**src/position_frame_parser_scaler_core_macros.svh**
```systemverilog
// ----------------------------------------------------------------------------
// position frame parser scaler assertion macros
// shared property wrappers, clocked on clk and disabled in rst
// ----------------------------------------------------------------------------
`ifndef POSITION_FRAME_PARSER_SCALER_CORE_MACROS_SVH
`define POSITION_FRAME_PARSER_SCALER_CORE_MACROS_SVH

// condition must hold at every edge
`define PFPS_CHECK_NOW(lbl, cond, msg) \
  lbl: assert property (@(posedge clk) disable iff (rst) (cond)) else $error(msg);

// condition must hold in the cycle after the trigger
`define PFPS_CHECK_NEXT(lbl, trig, cond, msg) \
  lbl: assert property (@(posedge clk) disable iff (rst) (trig) |=> (cond)) else $error(msg);

`endif

```
**src/pfps_pkg.sv**
```systemverilog
// ----------------------------------------------------------------------------
// pfps_pkg
// constants and types shared by the position frame parser and scaler
// ----------------------------------------------------------------------------
package pfps_pkg;

  // field widths
  localparam int RAW_W   = 16;
  localparam int RANGE_W = 20;
  localparam int MASK_W  = 7;
  localparam int PROD_W  = RAW_W + RANGE_W;
  localparam int CFG_IDX_W = 8;

  // frame marker bytes
  localparam logic [7:0] BYTE_START1 = 8'h59;
  localparam logic [7:0] BYTE_START2 = 8'h37;
  localparam logic [7:0] BYTE_END    = 8'h21;

  // full scale of a raw position
  localparam logic [RAW_W-1:0] RAW_FULL = 16'hFFFF;

  // configuration register indexes
  localparam logic [CFG_IDX_W-1:0] CFG_RANGE_LOW   = 8'd0;
  localparam logic [CFG_IDX_W-1:0] CFG_RANGE_HIGH  = 8'd1;
  localparam logic [CFG_IDX_W-1:0] CFG_ENABLE_MASK = 8'd2;
  localparam logic [CFG_IDX_W-1:0] CFG_READY_MASK  = 8'd3;

  // scaler status toward the sequencer
  typedef struct packed {
    logic busy;
    logic done;
  } scl_stat_t;

endpackage

```
**src/pfps_parser.sv**
```systemverilog
// ----------------------------------------------------------------------------
// pfps_parser
// byte framing state machine and raw position store
// ----------------------------------------------------------------------------
module pfps_parser #(
  parameter int AXES = 7
) (
  input  logic                           clk,
  input  logic                           rst,
  input  logic                           byte_valid,
  input  logic [7:0]                     rx_byte,
  output logic                           frame_ok,
  input  logic [((AXES > 1) ? $clog2(AXES) : 1)-1:0] rd_addr,
  output logic [pfps_pkg::RAW_W-1:0]     rd_data
);

  localparam int AX_W = (AXES > 1) ? $clog2(AXES) : 1;
  localparam int FP_W = $clog2(2 * AXES + 4);

  localparam logic [FP_W-1:0] P_HUNT   = FP_W'(0);
  localparam logic [FP_W-1:0] P_START2 = FP_W'(1);
  localparam logic [FP_W-1:0] P_DATA   = FP_W'(2);
  localparam logic [FP_W-1:0] P_END1   = FP_W'(2 + 2 * AXES);
  localparam logic [FP_W-1:0] P_END2   = FP_W'(3 + 2 * AXES);

  logic [FP_W-1:0]            fp;
  logic [7:0]                 hold;
  logic                       end_ok;
  logic [FP_W-1:0]            off;
  logic [AX_W-1:0]            ax;
  logic                       in_data;
  logic [pfps_pkg::RAW_W-1:0] raw_mem [AXES];

  // offset inside the position bytes
  assign off     = fp - P_DATA;
  assign ax      = off[AX_W:1];
  assign in_data = (fp >= P_DATA) && (fp < P_END1);

  // good second end mark closes the frame
  assign frame_ok = byte_valid && (fp == P_END2) && end_ok && (rx_byte == pfps_pkg::BYTE_END);

  // frame position tracking
  always_ff @(posedge clk) begin
    if (rst) begin
      fp     <= P_HUNT;
      hold   <= '0;
      end_ok <= 1'b0;
    end else if (byte_valid) begin
      if (fp == P_HUNT) begin
        if (rx_byte == pfps_pkg::BYTE_START1) fp <= P_START2;
      end else if (fp == P_START2) begin
        fp <= (rx_byte == pfps_pkg::BYTE_START2) ? P_DATA : P_HUNT;
      end else if (in_data) begin
        if (!off[0]) hold <= rx_byte;
        fp <= fp + FP_W'(1);
      end else if (fp == P_END1) begin
        end_ok <= (rx_byte == pfps_pkg::BYTE_END);
        fp     <= P_END2;
      end else begin
        end_ok <= 1'b0;
        fp     <= P_HUNT;
      end
    end
  end

  // raw position store, low byte completes an entry
  always_ff @(posedge clk) begin
    if (byte_valid && in_data && off[0]) raw_mem[ax] <= {hold, rx_byte};
  end

  // registered read port
  always_ff @(posedge clk) begin
    rd_data <= raw_mem[rd_addr];
  end

endmodule

```
**src/pfps_scaler.sv**
```systemverilog
// ----------------------------------------------------------------------------
// pfps_scaler
// bit-serial multiply by span, bit-serial divide by full scale, offset and clamp
// ----------------------------------------------------------------------------
`include "position_frame_parser_scaler_core_macros.svh"

module pfps_scaler (
  input  logic                          clk,
  input  logic                          rst,
  input  logic                          start,
  input  logic [pfps_pkg::RAW_W-1:0]    raw,
  input  logic [pfps_pkg::RANGE_W-1:0]  range_low,
  input  logic [pfps_pkg::RANGE_W-1:0]  range_high,
  output pfps_pkg::scl_stat_t           stat,
  output logic [pfps_pkg::RANGE_W-1:0]  target
);

  localparam int RAW_W   = pfps_pkg::RAW_W;
  localparam int RANGE_W = pfps_pkg::RANGE_W;
  localparam int PROD_W  = pfps_pkg::PROD_W;
  localparam int CNT_W   = $clog2(PROD_W);

  typedef enum logic [3:0] {
    S_IDLE = 4'b0001,
    S_MUL  = 4'b0010,
    S_DIV  = 4'b0100,
    S_FIN  = 4'b1000
  } state_t;

  state_t               state;
  logic [CNT_W-1:0]     cnt;
  logic                 done;
  logic [RAW_W-1:0]     raw_sr;
  logic [RANGE_W-1:0]   span;
  logic [RANGE_W-1:0]   lo;
  logic [RANGE_W-1:0]   hi;
  logic                 inv;
  logic [PROD_W-1:0]    acc;
  logic [RAW_W-1:0]     rem;
  logic [RANGE_W-1:0]   quo;
  logic [PROD_W-1:0]    acc_sum;
  logic [RAW_W:0]       div_trial;
  logic                 div_ge;
  logic [RAW_W:0]       div_rem;
  logic [RANGE_W:0]     offs_sum;
  logic [RANGE_W-1:0]   result;

  // multiply step, msb of raw first
  assign acc_sum = {acc[PROD_W-2:0], 1'b0} + (raw_sr[RAW_W-1] ? PROD_W'(span) : '0);

  // restoring divide step by full scale
  assign div_trial = {rem, acc[PROD_W-1]};
  assign div_ge    = div_trial >= {1'b0, pfps_pkg::RAW_FULL};
  assign div_rem   = div_ge ? (div_trial - {1'b0, pfps_pkg::RAW_FULL}) : div_trial;

  // offset and clamp
  assign offs_sum = {1'b0, quo} + {1'b0, lo};
  always_comb begin
    if (inv) begin
      result = lo;
    end else if (offs_sum > {1'b0, hi}) begin
      result = hi;
    end else begin
      result = offs_sum[RANGE_W-1:0];
    end
  end

  assign stat.busy = (state != S_IDLE);
  assign stat.done = done;

  // sequencing
  always_ff @(posedge clk) begin
    if (rst) begin
      state <= S_IDLE;
      cnt   <= '0;
      done  <= 1'b0;
    end else begin
      done <= (state == S_FIN);
      case (state)
        S_IDLE: begin
          if (start) begin
            state <= S_MUL;
            cnt   <= CNT_W'(RAW_W - 1);
          end
        end
        S_MUL: begin
          if (cnt == '0) begin
            state <= S_DIV;
            cnt   <= CNT_W'(PROD_W - 1);
          end else begin
            cnt <= cnt - CNT_W'(1);
          end
        end
        S_DIV: begin
          if (cnt == '0) state <= S_FIN;
          else cnt <= cnt - CNT_W'(1);
        end
        S_FIN: state <= S_IDLE;
        default: state <= S_IDLE;
      endcase
    end
  end

  // datapath
  always_ff @(posedge clk) begin
    case (state)
      S_IDLE: begin
        if (start) begin
          raw_sr <= raw;
          lo     <= range_low;
          hi     <= range_high;
          span   <= range_high - range_low;
          inv    <= range_high < range_low;
          acc    <= '0;
          rem    <= '0;
          quo    <= '0;
        end
      end
      S_MUL: begin
        acc    <= acc_sum;
        raw_sr <= {raw_sr[RAW_W-2:0], 1'b0};
      end
      S_DIV: begin
        acc <= {acc[PROD_W-2:0], 1'b0};
        rem <= div_rem[RAW_W-1:0];
        quo <= {quo[RANGE_W-2:0], div_ge};
      end
      S_FIN: target <= result;
      default: begin
      end
    endcase
  end

  `PFPS_CHECK_NOW(a_start_only_idle, !start || !stat.busy, "scaler started while busy")
  `PFPS_CHECK_NOW(a_target_in_range, !stat.done || ((target >= lo) && (inv || (target <= hi))), "target outside range")
  `PFPS_CHECK_NEXT(a_fin_gives_done, state == S_FIN, stat.done, "no done after finish")

endmodule

```
**src/position_frame_parser_scaler_core.sv**
```systemverilog
// ----------------------------------------------------------------------------
// position_frame_parser_scaler_core
// frames received bytes into axis positions and issues scaled step targets
// ----------------------------------------------------------------------------
// usage
//   rx channel (rx_valid/rx_ready/rx_byte): one received byte per request.
//   while no frame results are pending a byte is taken every cycle.
//   out channel (out_valid/out_ready): one result per axis, axis order,
//   last set on the final axis. results sit in an output register.
//   cfg channel (cfg_valid/cfg_ready/cfg_index/cfg_data): always ready,
//   index 0 range_low, 1 range_high, 2 enable_mask, 3 ready_mask;
//   other indexes are ignored.
//   after the good closing byte of a frame rx_ready drops; each axis passes
//   through a read step, a load step, the multiply and divide steps, a finish
//   step and a done step in the shared bit-serial scaler before its result shows.
//   a stalled receiver holds the result and the block;
//   rx_ready returns the cycle after the last result is taken.
//   reset: synchronous, restores register defaults and hunts for a start.
// ----------------------------------------------------------------------------
`include "position_frame_parser_scaler_core_macros.svh"

module position_frame_parser_scaler_core #(
  parameter int AXES = 7
) (
  input  logic                                clk,
  input  logic                                rst,
  input  logic                                rx_valid,
  output logic                                rx_ready,
  input  logic [7:0]                          rx_byte,
  output logic                                out_valid,
  input  logic                                out_ready,
  output logic [2:0]                          axis_index,
  output logic [pfps_pkg::RANGE_W-1:0]        target_step,
  output logic                                apply,
  output logic                                last,
  input  logic                                cfg_valid,
  output logic                                cfg_ready,
  input  logic [pfps_pkg::CFG_IDX_W-1:0]      cfg_index,
  input  logic [pfps_pkg::RANGE_W-1:0]        cfg_data
);

  localparam int AX_W = (AXES > 1) ? $clog2(AXES) : 1;

  typedef enum logic [4:0] {
    T_IDLE = 5'b00001,
    T_READ = 5'b00010,
    T_LOAD = 5'b00100,
    T_CALC = 5'b01000,
    T_OUT  = 5'b10000
  } state_t;

  state_t                        state;
  logic [AX_W-1:0]               axis_cnt;
  logic [4:0]                    axis_w;
  logic                          axis_app;
  logic                          frame_ok;
  logic                          rx_take;
  logic [pfps_pkg::RAW_W-1:0]    raw_rd;
  logic [pfps_pkg::RANGE_W-1:0]  scl_target;
  pfps_pkg::scl_stat_t           scl_stat;
  logic [pfps_pkg::RANGE_W-1:0]  range_low;
  logic [pfps_pkg::RANGE_W-1:0]  range_high;
  logic [pfps_pkg::MASK_W-1:0]   enable_mask;
  logic [pfps_pkg::MASK_W-1:0]   ready_mask;

  assign rx_ready  = (state == T_IDLE);
  assign rx_take   = rx_valid && rx_ready;
  assign out_valid = (state == T_OUT);
  assign cfg_ready = 1'b1;

  // axes past the masks never apply
  assign axis_w   = 5'(axis_cnt);
  assign axis_app = (axis_w < 5'd7) ? (enable_mask[axis_w[2:0]] & ready_mask[axis_w[2:0]])
                                    : 1'b0;

  // configuration registers
  always_ff @(posedge clk) begin
    if (rst) begin
      range_low   <= 20'd200;
      range_high  <= 20'd19800;
      enable_mask <= 7'd127;
      ready_mask  <= 7'd0;
    end else if (cfg_valid && cfg_ready) begin
      case (cfg_index)
        pfps_pkg::CFG_RANGE_LOW:   range_low   <= cfg_data;
        pfps_pkg::CFG_RANGE_HIGH:  range_high  <= cfg_data;
        pfps_pkg::CFG_ENABLE_MASK: enable_mask <= cfg_data[pfps_pkg::MASK_W-1:0];
        pfps_pkg::CFG_READY_MASK:  ready_mask  <= cfg_data[pfps_pkg::MASK_W-1:0];
        default: begin
        end
      endcase
    end
  end

  // frame parser and position store
  pfps_parser #(.AXES(AXES)) u_parser (
    .clk        (clk),
    .rst        (rst),
    .byte_valid (rx_take),
    .rx_byte    (rx_byte),
    .frame_ok   (frame_ok),
    .rd_addr    (axis_cnt),
    .rd_data    (raw_rd)
  );

  // shared serial scaler
  pfps_scaler u_scaler (
    .clk        (clk),
    .rst        (rst),
    .start      (state == T_LOAD),
    .raw        (raw_rd),
    .range_low  (range_low),
    .range_high (range_high),
    .stat       (scl_stat),
    .target     (scl_target)
  );

  // per axis result sequencer
  always_ff @(posedge clk) begin
    if (rst) begin
      state    <= T_IDLE;
      axis_cnt <= '0;
    end else begin
      case (state)
        T_IDLE: begin
          if (frame_ok) begin
            state    <= T_READ;
            axis_cnt <= '0;
          end
        end
        T_READ: state <= T_LOAD;
        T_LOAD: state <= T_CALC;
        T_CALC: begin
          if (scl_stat.done) state <= T_OUT;
        end
        T_OUT: begin
          if (out_ready) begin
            if (last) begin
              state <= T_IDLE;
            end else begin
              state    <= T_READ;
              axis_cnt <= AX_W'(axis_cnt + 1'b1);
            end
          end
        end
        default: state <= T_IDLE;
      endcase
    end
  end

  // output register
  always_ff @(posedge clk) begin
    if (state == T_CALC && scl_stat.done) begin
      axis_index  <= axis_w[2:0];
      target_step <= scl_target;
      apply       <= axis_app;
      last        <= (axis_cnt == AX_W'(AXES - 1));
    end
  end

  `PFPS_CHECK_NOW(a_no_rx_with_result, !(rx_ready && out_valid), "byte taken while result pending")
  `PFPS_CHECK_NEXT(a_frame_blocks_rx, frame_ok, !rx_ready, "rx still ready after frame close")
  `PFPS_CHECK_NEXT(a_last_frees_rx, out_valid && out_ready && last, rx_ready, "rx not ready after last result")

endmodule
```
**config.mk**
```make
export PLATFORM = sky130hd
export DESIGN_NAME = position_frame_parser_scaler_core
export DESIGN_NICKNAME = d
export VERILOG_FILES = /design/src/pfps_pkg.sv /design/src/pfps_parser.sv /design/src/pfps_scaler.sv /design/src/position_frame_parser_scaler_core.sv
export VERILOG_INCLUDE_DIRS = /design/src /design/src/src
export SDC_FILE = /design/constraint.sdc
export NUM_CORES = 1
export LEC_CHECK = 0
export BUFFER_PORTS_ARGS = -buffer_cell sky130_fd_sc_hd__buf_2
export CORE_ASPECT_RATIO = 0.8
export CORE_MARGIN = 1.5
export CORE_UTILIZATION = 39
export DETAILED_ROUTE_END_ITERATION = 8
export SYNTH_ARGS = -nofsm -noshare
export SYNTH_HDL_FRONTEND = slang
export SYNTH_HIERARCHICAL = 1
export SYNTH_SLANG_ARGS = --single-unit
```
**constraint.sdc**
```tcl
create_clock -name clk -period 6.2 [get_ports clk]
set_clock_uncertainty 0.05 [all_clocks]
set_input_delay 0.31 -clock clk [delete_from_list [all_inputs] [get_ports clk]]
set_output_delay 0.31 -clock clk [all_outputs]
set_load 0.02 [all_outputs]
```
==> results.md <==
* Adder-Cell Fraction of Synth Area at 0.0597
* Cells along the critical path: ha_1 -> a21o_1 -> a2bb2oi_1 -> a211oi_1 -> o31ai_1 -> o21ai_0 -> xor2_1 -> ha_1 -> and4_4 -> nand3_2 -> or4_4 -> a21oi_2 -> nor2_1 -> o41ai_4 -> buf_4 -> mux2i_1 -> o21ai_1
* Portion of netlist area occupied by mux cells at 0.0551
* Post-CTS Setup Inserts at 0
* CP max stage cell: o41ai_4
* Die footprint at 52300 sq um
* CP startpoint kind: register
* Mean post-synth cell area at 11.4 sq um
* H-tree Lvls at 2
* CP endpoint kind: register
* Top-area cell type share of the netlist area at 0.462
* EDFF count, synth at 306
* Compound-cell area share of the yosys netlist at 0.107
* First-pass GRT wire length at approximately 71000 um
* Cells after synthesis at between 1500 and 2000
* Slew margin rel. at 0.200
* Num CTS Buffers at between 40 and 50
* Ys async rst share at 0
* Starting density of the core at 0.398
* Xor and xnor area share after synthesis at 0.0247
* Most frequent CP cell: ha_1
* Post-route DRC at 0
* Post-DP HPWL at between 30000 and 40000 um
* Root Buffer: clkbuf_16
* Worst Hold Class: in -> reg
* Clk pin slew, worst setup/hold paths at 0.06 ns
* TritonCTS clock tree: done
* Largest area contributor in the netlist: edfxtp_1
* Status: complete, no violations
* Final setup viols at 0
* TritonRoute pass-1 iters at 5
* Hold path depth at 1
* Routed via count at 13400
* FF-to-FF path depth at 17
* Routing usage on met2 at 0.238
* Final ANT Viol Nets at 0
* PwrDens at between 200 and 250 nW/um^2
* Synth unique cells at 96
* Hold slack at 0.0301 ns
* Drt wl/cell at about 18 um
* Max VDD drop at about 0.00019 V
* Placed insts at 2428
* Die Span Y at between 200 and 250 um
* Clock sinks at 409
* Post-synth top flop: edfxtp_1
* Final Hold Fails at 0
* Largest family of logic cells by synthesized area: simple AND/OR/NAND/NOR gates
* Layout Nets at 1958
* # IOs at 69
* Area growth from synthesis to layout at 13.1%
* Worst-margin pin slew at around 1.2 ns
* Ranking of synthesized cells by area: edfxtp_1 46%, dfxtp_1 10%, ha_1 5.7%
* Clock Path Buffers at 3
* Setup_tns at 0 ns
* Syn Nets at 1876
* ANT cells at 0
* Final wirelength at 44600 um
* Vias in the first global route at 12700
* Pre-CTS setup slack at 0.767 ns
* Core area at 50000 sq um
* RSZ-0062 raised after global routing: false
* CP arrival at 5.73 ns
* Cell Count, Final, Fillers Out at 2532
* Worst-path maximum fanout at 15
* Clk_lat worst skew at a little under 0.6 ns
* Max_cap viols at 0
* GRT busiest layer: met1
* Num rows at 73
* Critical setup path kind: reg -> reg
* Vias per cell at 5.30
* Initial antenna violation count at 0
* Synthesized flop and latch total at 409
* Seq/Total Area, Yosys at 0.566
* Tot GR Track Use at 0.170
* Max Transition Viols Final at 0
* Worst Path Required at 6.44 ns
* I/O Buffers at 67
* Final Critical Period at about 5.5 ns
* Final setup margin at 0.710 ns
* Final Cycle Share at 0.885
* Share of layout cells above drive strength 1 at 0.116
* Leak Pwr at 0.00772 uW
* GPL Wtd Cong at 0.854
* Post-Synth Simple-Gate Area at 0.157
* GR Layer Usage met1 at 0.269
* CTS resizes at 0
* Yosys warning total at 6
* DRT iter0 DRCs at 865
* Fmax at 182 MHz
* Congestion Overflow GR at 0
* Die width at 255 um
* Final Util at 0.450
* Largest net degree at the start of global routing at ~110
* Filler cell count at 4584
* Synth Cell Area at 19900 sq um
* Met3 Use GR at 0.0297
* Largest stage delay on the critical path at about 0.57 ns
## state kept, by name (all words and copies together), names as in the netlist, 3 cells and up
| signal | count |
|---|---|
| axis_cnt | 3 |
| axis_index | 3 |
| enable_mask | 7 |
| range_high | 20 |
| range_low | 20 |
| ready_mask | 7 |
| state | 5 |
| target_step | 20 |
| u_parser/fp | 5 |
| u_parser/hold | 8 |
| u_parser/raw_mem | 112 |
| u_parser/rd_data | 16 |
| u_scaler/acc | 36 |
| u_scaler/cnt | 6 |
| u_scaler/hi | 20 |
| u_scaler/lo | 20 |
| u_scaler/quo | 20 |
| u_scaler/raw_sr | 16 |
| u_scaler/rem | 16 |
| u_scaler/span | 20 |
| u_scaler/state | 4 |
| u_scaler/target | 20 |
## area by class of cell
type                    count  area (sq um)  area share
clock inverters            18           143     0.00635
repair buffers            109           718      0.0320
well taps                 675           845      0.0376
multi-input cells        1186          8080       0.359
inverters                  75           282      0.0125
flip-flops and latches    409         11300       0.501
clock buffers              60          1160      0.0516
## cells by family after synthesis
logic type | after synthesis
buffers and inverters | 147
muxes | 86
adders and majority gates | 93
and+or+nand+nor | 620
other | 1
AOI/OAI and AO/OA | 330
xor gates and xnor gates | 56
DFF | 409
## path summary, 6_finish.rpt
path | start | to | slack (ns)
setup / recovery | u_scaler/lo[3] | u_scaler/target[1] | 0.71
hold / removal | rx_byte[2] | u_parser/raw_mem[0][2] | 0.03
setup reg to reg | u_scaler/lo[3] | u_scaler/target[1] | 0.71
hold reg to reg | u_scaler/target[4] | target_step[4] | 0.34
## cell usage after synthesis, types with 22 or more instances
| cell type | number |
|---|---|
| a21oi_1 | 96 |
| and2_1 | 42 |
| clkbuf_1 | 51 |
| dfxtp_1 | 103 |
| edfxtp_1 | 306 |
| ha_1 | 90 |
| inv_1 | 75 |
| mux2i_1 | 52 |
| nand2_1 | 230 |
| nand2b_1 | 30 |
| nand3_1 | 46 |
| nor2_1 | 98 |
| nor3_1 | 49 |
| o21ai_0 | 71 |
| o21ai_1 | 26 |
| xnor2_1 | 34 |
| xor2_1 | 22 |
## cells in the final DEF, fill, tap and decap left out, types with 52 or more instances in the layout
master / count
nor2_1: 98
ha_1: 90
inv_1: 74
dfxtp_1: 102
nand2_1: 230
edfxtp_1: 306
a21oi_1: 96
mux2i_1: 52
o21ai_0: 71
buf_2: 66
## layer usage
metal / wire (um) / vias up
met5: 0 / -
met4: 645 / 0
met3: 2670 / 53
met1: 23300 / 6491
li1: - / 6571
met2: 18000 / 317
## power breakdown
group	internal [uW]	switching (uW)
Sequential	2910	0.622
Clock	1320	1090
Combinational	28.2	35.1
## per-stage QoR
step           area [sq um]  power (uW)
3_3_place_gp          20900        3020
2_1_floorplan         19900        2990
4_1_cts               22500        5450
6_report              22500        5380
5_1_grt               22500        5580
3_5_place_dp          20900        3020
## what timing repair did
item	CTS	global route
hold buffers	26	0
endpoints found under the setup margin	0	0
endpoints found under the hold margin	84	0
## worst max-delay path: cells and delay by family, from the launching register on
kind                     cells  cell delay [ns]
AO/OA/AOI/OAI                8             2.26
XOR/XNOR                     1             0.20
buffers and inverters        1             0.39
multiplexers                 1             0.22
flip-flops                   1             0.41
AND/OR/NAND/NOR              4             0.95
adder cells (fa/ha/maj)      2             0.72
(Power assumes the default switching activity.)
